## config.mk

```make
export PLATFORM = sky130hd
export DESIGN_NAME = three_class_priority_queue_with_cancel
export DESIGN_NICKNAME = d
export VERILOG_FILES = /design/src/rtl/core/tcpq_pkg.sv /design/src/rtl/core/three_class_priority_queue_with_cancel.sv
export SDC_FILE = /design/constraint.sdc
export NUM_CORES = 2
export LEC_CHECK = 0
export BUFFER_PORTS_ARGS = -buffer_cell sky130_fd_sc_hd__buf_2
export CAP_MARGIN = 10
export CORE_MARGIN = 3
export CORE_UTILIZATION = 45
export CTS_CLUSTER_DIAMETER = 150
export DETAILED_ROUTE_END_ITERATION = 10
export PLACE_DENSITY = 0.68
export SYNTH_ARGS = -nofsm -noshare
export SYNTH_HDL_FRONTEND = slang
export SYNTH_SLANG_ARGS = --single-unit
```

## constraint.sdc

```tcl
create_clock -name i_clk -period 6.7 [get_ports i_clk]
set_clock_uncertainty 0.15 [all_clocks]
set_input_delay 2.01 -clock i_clk [delete_from_list [all_inputs] [get_ports i_clk]]
set_output_delay 2.01 -clock i_clk [all_outputs]
set_load 0.01 [all_outputs]
```

## src/rtl/core/tcpq_pkg.sv

```systemverilog
`timescale 1ns / 1ps
// ----------------------------------------------------------------------------
// tcpq_pkg
// Command, status and state codes for the three-class priority queue.
// ----------------------------------------------------------------------------
package tcpq_pkg;

    localparam logic [2:0] CMD_ADD    = 3'd0;
    localparam logic [2:0] CMD_LOOKUP = 3'd1;
    localparam logic [2:0] CMD_PEEK   = 3'd2;
    localparam logic [2:0] CMD_ANY    = 3'd3;
    localparam logic [2:0] CMD_REMOVE = 3'd4;

    localparam logic [2:0] ST_OK    = 3'd0;
    localparam logic [2:0] ST_DUP   = 3'd1;
    localparam logic [2:0] ST_NOTFD = 3'd2;
    localparam logic [2:0] ST_EMPTY = 3'd3;
    localparam logic [2:0] ST_FULL  = 3'd4;

    localparam int NCLASS = 3;

    localparam logic [2:0] S_IDLE = 3'd0;
    localparam logic [2:0] S_SCAN = 3'd1;
    localparam logic [2:0] S_RD   = 3'd2;
    localparam logic [2:0] S_EXEC = 3'd3;
    localparam logic [2:0] S_LNK  = 3'd4;
    localparam logic [2:0] S_OUT  = 3'd5;
    localparam logic [2:0] S_CMP  = 3'd6;

    typedef logic [2:0] t_state;

endpackage

```

## src/rtl/core/three_class_priority_queue_with_cancel.sv

```systemverilog
`timescale 1ns / 1ps
// ----------------------------------------------------------------------------
// three_class_priority_queue_with_cancel
// Strict-priority queue, three FIFO classes, lookup and removal by code.
// Add, lookup and remove scan all CAPACITY slots, one per cycle, then compare,
// read and execute; a mid-list remove adds a relink step. Peek only reads and
// executes; any-waiting and unused commands go straight to output. One word at a
// time; the next word is taken the cycle after the result word leaves.
// Reset clears valid bits and class pointers at once; no clearing pass.
// ----------------------------------------------------------------------------
module three_class_priority_queue_with_cancel #(
    parameter int CAPACITY = 64
) (
    input  logic        i_clk,
    input  logic        i_rst_n,
    input  logic        i_valid,
    output logic        o_stall,
    input  logic [2:0]  i_command,
    input  logic [31:0] i_entry_code,
    input  logic [7:0]  i_entry_age,
    input  logic [1:0]  i_priority_class,
    output logic        o_valid,
    input  logic        i_stall,
    output logic [2:0]  o_status,
    output logic [31:0] o_found_code,
    output logic [7:0]  o_found_age,
    output logic [1:0]  o_found_class,
    output logic        o_any_waiting
);
    import tcpq_pkg::*;

    localparam int AW = (CAPACITY > 1) ? $clog2(CAPACITY) : 1;
    localparam int CW = $clog2(CAPACITY + 1);

    logic [31:0]   m_code [CAPACITY];
    logic [7:0]    m_age  [CAPACITY];
    logic [1:0]    m_cls  [CAPACITY];
    logic [AW-1:0] m_prev [CAPACITY];
    logic [AW-1:0] m_next [CAPACITY];
    logic [CAPACITY-1:0] r_valid;

    logic [AW-1:0] r_head [NCLASS];
    logic [AW-1:0] r_tail [NCLASS];
    logic [CW-1:0] r_cnt  [NCLASS];

    t_state        r_state;
    logic [2:0]    r_cmd;
    logic [31:0]   r_code;
    logic [7:0]    r_age;
    logic [1:0]    r_cls;
    logic [AW:0]   r_idx;
    logic          r_hit, r_freeok;
    logic [AW-1:0] r_hit_s, r_free_s;
    logic          r_sv;
    logic [AW-1:0] r_sx;

    // registered reads of the slot memories
    logic [31:0]   r_rd_code;
    logic [7:0]    r_rd_age;
    logic [1:0]    r_rd_cls;
    logic [AW-1:0] r_rd_prev, r_rd_next;
    logic [AW-1:0] r_p, r_n;
    logic          r_mid;

    logic [2:0]    r_st;
    logic [31:0]   r_fcode;
    logic [7:0]    r_fage;
    logic [1:0]    r_fcls;
    logic          r_ovalid;

    logic [AW-1:0] w_ix;
    logic [AW-1:0] w_ra;
    logic [1:0]    w_c;
    logic          w_any;

    assign w_ix  = r_idx[AW-1:0];
    assign w_c   = (r_cls == 2'd3) ? 2'd2 : r_cls;
    assign w_any = (r_cnt[0] != '0) || (r_cnt[1] != '0) || (r_cnt[2] != '0);
    assign o_stall = (r_state != S_IDLE) || r_ovalid;

    // read address: scan index, else peek tail or matched slot
    always_comb begin
        if (r_state == S_SCAN) begin
            w_ra = w_ix;
        end else if (r_cmd == CMD_PEEK) begin
            if (r_cnt[2] != '0)      w_ra = r_tail[2];
            else if (r_cnt[1] != '0) w_ra = r_tail[1];
            else                     w_ra = r_tail[0];
        end else begin
            w_ra = r_hit_s;
        end
    end

    // memory read port
    always_ff @(posedge i_clk) begin
        r_rd_code <= m_code[w_ra];
        r_rd_age  <= m_age[w_ra];
        r_rd_cls  <= m_cls[w_ra];
        r_rd_prev <= m_prev[w_ra];
        r_rd_next <= m_next[w_ra];
    end

    always_ff @(posedge i_clk) begin
        if (!i_rst_n) begin
            r_state  <= S_IDLE;
            r_valid  <= '0;
            r_ovalid <= 1'b0;
            r_sv     <= 1'b0;
            for (int k = 0; k < NCLASS; k++) begin
                r_head[k] <= '0;
                r_tail[k] <= '0;
                r_cnt[k]  <= '0;
            end
        end else begin
            // code compare in the cycle after the scan read
            r_sv <= (r_state == S_SCAN);
            r_sx <= w_ix;
            if (r_sv && !r_hit && r_valid[r_sx] && r_rd_code == r_code) begin
                r_hit   <= 1'b1;
                r_hit_s <= r_sx;
            end
            if (r_ovalid && !i_stall) r_ovalid <= 1'b0;
            unique case (r_state)
                S_IDLE: begin
                    if (i_valid && !o_stall) begin
                        r_cmd   <= i_command;
                        r_code  <= i_entry_code;
                        r_age   <= i_entry_age;
                        r_cls   <= i_priority_class;
                        r_idx   <= '0;
                        r_hit   <= 1'b0;
                        r_freeok <= 1'b0;
                        r_st    <= ST_OK;
                        r_fcode <= '0;
                        r_fage  <= '0;
                        r_fcls  <= '0;
                        if (i_command == CMD_ADD || i_command == CMD_LOOKUP ||
                            i_command == CMD_REMOVE) begin
                            r_state <= S_SCAN;
                        end else if (i_command == CMD_PEEK) begin
                            r_state <= S_RD;
                        end else begin
                            r_state <= S_OUT;
                        end
                    end
                end
                S_SCAN: begin
                    if (!r_valid[w_ix] && !r_freeok) begin
                        r_freeok <= 1'b1;
                        r_free_s <= w_ix;
                    end
                    r_idx <= r_idx + 1'b1;
                    if (r_idx == (AW+1)'(CAPACITY - 1)) r_state <= S_CMP;
                end
                S_CMP: r_state <= S_RD;
                S_RD: r_state <= S_EXEC;
                S_EXEC: begin
                    r_state <= S_OUT;
                    unique case (r_cmd)
                        CMD_PEEK: begin
                            if (!w_any) begin
                                r_st <= ST_EMPTY;
                            end else begin
                                r_fcode <= r_rd_code;
                                r_fcls  <= (r_cnt[2] != '0) ? 2'd2 :
                                           (r_cnt[1] != '0) ? 2'd1 : 2'd0;
                            end
                        end
                        CMD_LOOKUP: begin
                            if (!r_hit) begin
                                r_st <= ST_NOTFD;
                            end else begin
                                r_fage <= r_rd_age;
                                r_fcls <= r_rd_cls;
                            end
                        end
                        CMD_ADD: begin
                            if (r_hit) begin
                                r_st <= ST_DUP;
                            end else if (!r_freeok) begin
                                r_st <= ST_FULL;
                            end else begin
                                r_valid[r_free_s] <= 1'b1;
                                if (r_cnt[w_c] == '0) r_tail[w_c] <= r_free_s;
                                r_head[w_c] <= r_free_s;
                                r_cnt[w_c]  <= r_cnt[w_c] + 1'b1;
                            end
                        end
                        CMD_REMOVE: begin
                            if (r_hit) begin
                                r_valid[r_hit_s] <= 1'b0;
                                r_mid <= 1'b0;
                                r_p   <= r_rd_prev;
                                r_n   <= r_rd_next;
                                if (r_cnt[r_rd_cls] > CW'(1)) begin
                                    if (r_hit_s == r_head[r_rd_cls])
                                        r_head[r_rd_cls] <= r_rd_next;
                                    else if (r_hit_s == r_tail[r_rd_cls])
                                        r_tail[r_rd_cls] <= r_rd_prev;
                                    else begin
                                        r_mid   <= 1'b1;
                                        r_state <= S_LNK;
                                    end
                                end
                                if (r_cnt[r_rd_cls] != '0)
                                    r_cnt[r_rd_cls] <= r_cnt[r_rd_cls] - 1'b1;
                            end
                        end
                        default: ;
                    endcase
                end
                S_LNK: r_state <= S_OUT;
                S_OUT: begin
                    if (!r_ovalid) begin
                        r_ovalid <= 1'b1;
                        r_state  <= S_IDLE;
                    end
                end
                default: r_state <= S_IDLE;
            endcase
        end
    end

    // slot memory writes
    always_ff @(posedge i_clk) begin
        if (r_state == S_EXEC && r_cmd == CMD_ADD && !r_hit && r_freeok) begin
            m_code[r_free_s] <= r_code;
            m_age[r_free_s]  <= r_age;
            m_cls[r_free_s]  <= w_c;
            m_prev[r_free_s] <= r_free_s;
            m_next[r_free_s] <= (r_cnt[w_c] == '0) ? r_free_s : r_head[w_c];
        end else if (r_state == S_LNK && r_mid) begin
            m_next[r_p] <= r_n;
        end
        if (r_state == S_EXEC && r_cmd == CMD_ADD && !r_hit && r_freeok &&
            r_cnt[w_c] != '0) begin
            m_prev[r_head[w_c]] <= r_free_s;
        end else if (r_state == S_LNK && r_mid) begin
            m_prev[r_n] <= r_p;
        end
    end

    assign o_valid       = r_ovalid;
    assign o_status      = r_st;
    assign o_found_code  = r_fcode;
    assign o_found_age   = r_fage;
    assign o_found_class = r_fcls;
    assign o_any_waiting = w_any;

    a_no_accept_busy: assert property (@(posedge i_clk) disable iff (!i_rst_n)
        (r_state != S_IDLE) |-> o_stall) else $error("accept while busy");
    a_out_hold: assert property (@(posedge i_clk) disable iff (!i_rst_n)
        (o_valid && i_stall) |=> o_valid) else $error("result dropped");
    a_cnt_cap: assert property (@(posedge i_clk) disable iff (!i_rst_n)
        (r_cnt[0] <= CW'(CAPACITY)) && (r_cnt[2] <= CW'(CAPACITY)))
        else $error("class count overflow");
endmodule

```

==> metrics <==
DRT iter0 DRCs=between 15,000 and 20,000; post_cts resized=0; Worst Path Max Fanout=42; vias per cell=approximately 6.4; synth warn=0; DP HPWL=between 200,000 and 300,000 um; drt drc=0; max_cap viols=0; list of most frequent post-synthesis cells=edfxtp_1, nand2_1, nand3_1, and3_1, a31oi_1; final WL=approximately 490,000 um; r2r setup slk=1.48 ns; Min Hold Slack=approximately 0.30 ns; P&R area growth vs syn=12.3%; PortBufs=96; final hold violations=0; post-synthesis sequential area ratio=0.733; # setup viols final=0; Hold Path Depth=0; cell taking the most area after synthesis=edfxtp_1; ranking of synthesized cells by area=edfxtp_1, nand2_1, nand3_1, a211oi_1, and3_1; # clock sinks=3,785; vias in the first global route=approximately 98,000; Post-Syn Area=roughly 150,000 sq um; top cell type's share of synthesized area=0.717; Post-Syn Instances=between 10,000 and 15,000; postcts setup bufs=0; Inst Count DP=around 16,000; Multi-input gate area=~37,000 sq um; min-delay worst type=register to register; mean area per synthesized cell=13.3 sq um; Post-CTS Hold Buffers=0; count leader, synth=edfxtp_1; die height=590 um; aggregate global-route resource usage=0.274; GRT overflow=0; CTS tree=yes; Post-synth EDFFs=~3,700; setup TNS=0 ns; WP buf/inv=2; Hold Path End=r_p[2]; Worst-path clk slew=roughly 0.07 ns; most frequently used flop master after synthesis=edfxtp_1; Num CTS Buffers=roughly 380; register area=112,000 sq um; Filler Cells Inserted=27,603; crit path max-delay cell type=and2_4; Slowest Stage Delay on Critical Path=between 0.8 and 0.9 ns; CP cell instances=or3b_1 > clkinv_2 > nor2_2 > a22oi_1 > and2_4 > nand2_4 > nor2_2 > buf_4 > nand3_1 > nand4_1 > or4_1; htree depth=5; Distinct cells, synth=69; Top delay family on crit path=simple AND/OR/NAND/NOR gates; Bufs on Longest Clock Path=4; share of layout cells above drive strength 1=0.104; final RePlAce weighted congestion=approximately 0.96; Most common cell on crit path=nor2_2; PwrDens=397 nW/um^2; r2r startpoint=r_state[0]; average wire per standard cell=between 30 and 40 um; worst path required time=7.40 ns; crit path time final=between 5 and 6 ns; Cell Area, Placed=roughly 160,000 sq um; pre-CTS setup slack=~1.6 ns; Slew Limit Fails=0; RSZ-0062 raised after global routing=no; P_leak=0.0582 uW; syn_nets=11,593; initial antenna violation count=26; Worst setup SP type=register; share of synthesized flip-flops with an asynchronous set or reset=0; Post-DRT Antenna Nets=0; worst reg2reg path depth=11; clock root buffer master=clkbuf_16; IO Pins=between 90 and 100; Reg2Reg Capture Point=r_rd_code[25]; Peak supply drop=470 uV; relative slew slack=0.0742; width of the die=just under 600 um; fin area=between 150,000 and 200,000 sq um; Seq cells post-synth=around 3,800; HP Start=r_rd_prev[2]; first-pass GRT wire length=between 600,000 and 700,000 um; Nets=11,533; Initial DRT Pass Iterations=9; Core Region=between 300,000 and 400,000 sq um; Std-Cell Rows=213; Starting Density=0.454; Worst-Margin Slew=1.38 ns; Clk Latency, worst-skew pair=roughly 0.90 ns; setup slack after layout=around 1.5 ns; Setup CP Type=register to register; Vias=approximately 100k; status=completed; largest net degree at the start of global routing=176; Die ar.=roughly 350,000 sq um; Final period util=0.779; Critical Path AT=5.91 ns; f_max=~190 MHz; critical path capture point type=register; Cell Count, Final, Fillers Out=around 16,000
-- through the flow --
step / total power, uW / utilization
after CTS: 68000 / 0.509
final: 68400 / 0.510
after detailed placement: 47300 / 0.474
after global placement: 46900 / 0.474
after floorplan: 40200 / -
after global routing: 70600 / 0.510
-- layout make-up --
class,count,share of cell area
Antenna cell,13,0.000189
Clock buffer,484,0.0589
Clock inverter,200,0.0114
Inverter,221,0.00482
Multi-Input combinational cell,6677,0.216
Sequential cell,3785,0.652
Tap cell,4515,0.0328
Timing Repair Buffer,418,0.0235
-- power by group --
group / total (uW) / leakage (uW) / switching (uW) / internal (uW)
clock: 21000 / 0.00592 / 8980 / 12000
combinational: 19500 / 0.0182 / 14200 / 5380
sequential: 27900 / 0.0341 / 633 / 27200
-- worst max-delay path by stage --
stage	from	slack [ns]	depth (start not counted)	to
floorplan	r_cls[0]	0.95	11	m_next[0][1]
global placement	r_state[0]	1.75	10	r_rd_code[19]
detailed placement	r_state[0]	1.60	11	r_rd_code[25]
CTS	r_state[0]	1.59	11	r_rd_code[25]
global route	r_state[0]	1.35	10	r_rd_code[5]
finish	r_state[0]	1.48	11	r_rd_code[25]
-- cells by family (layout without fill, tap and decap cells) --
| group | after synthesis | in the layout | share of synthesized area |
|---|---|---|---|
| AO/OA/AOI/OAI | 1947 | 1947 | 0.0870 |
| XOR/XNOR | 59 | 59 | 0.00337 |
| adder cells (fa/ha/maj) | 6 | 6 | 0.000489 |
| buffers and inverters | 1076 | 1323 | 0.0301 |
| flip-flops | 3785 | 3785 | 0.733 |
| multiplexers | 164 | 164 | 0.0156 |
| other | 0 | 13 | 0 |
| AND/OR/NAND/NOR | 4501 | 4501 | 0.131 |
-- routing by layer --
metal / track usage / wire, um / share of wire / vias to the layer above
li1: - / - / - / 43263
met1: 0.371 / 178000 / 0.36 / 51367
met2: 0.403 / 214000 / 0.44 / 7634
met3: 0.0822 / 70900 / 0.14 / 1396
met4: 0.136 / 27900 / 0.057 / 8
met5: 0 / 53 / 0.00011 / -
-- state kept, by name, indices dropped and copies added (netlist names), 8 cells and up --
signal / count
m_prev: 384
r_code: 32
r_rd_code: 32
r_rd_age: 8
m_cls: 128
r_age: 8
m_next: 384
r_cnt: 28
o_found_age: 8
r_tail: 24
m_age: 512
o_found_code: 32
r_head: 24
m_code: 2048
r_valid: 64
-- layout by cell type (no fill, tap or decap), types with 68 or more instances in the layout --
cell type	synthesis	routed
a31oi_1	470	470
buf_12	0	90
buf_2	269	96
buf_4	23	231
nor2_4	2	81
a32oi_1	75	75
dfxtp_1	123	122
a21oi_1	376	373
nand2_1	2545	2532
and3_1	502	502
a22oi_1	208	207
clkbuf_16	0	385
o21ai_0	106	101
nand3_1	814	814
inv_1	220	220
a211oi_2	70	70
edfxtp_1	3662	3662
o22ai_1	68	68
a211oi_1	422	422
clkbuf_1	461	85
nand4_1	103	103
nor2_1	338	250
clkinv_2	1	73
mux2i_1	104	103
-- worst reg2reg max path, delay by kind of cell, from the launching register on --
kind | cells | cell delay [ns]
simple gates | 8 | 3.34
compound gates | 1 | 0.58
buf+inv | 2 | 0.60
flops | 1 | 0.49
Power figures use the tool's default switching activity.
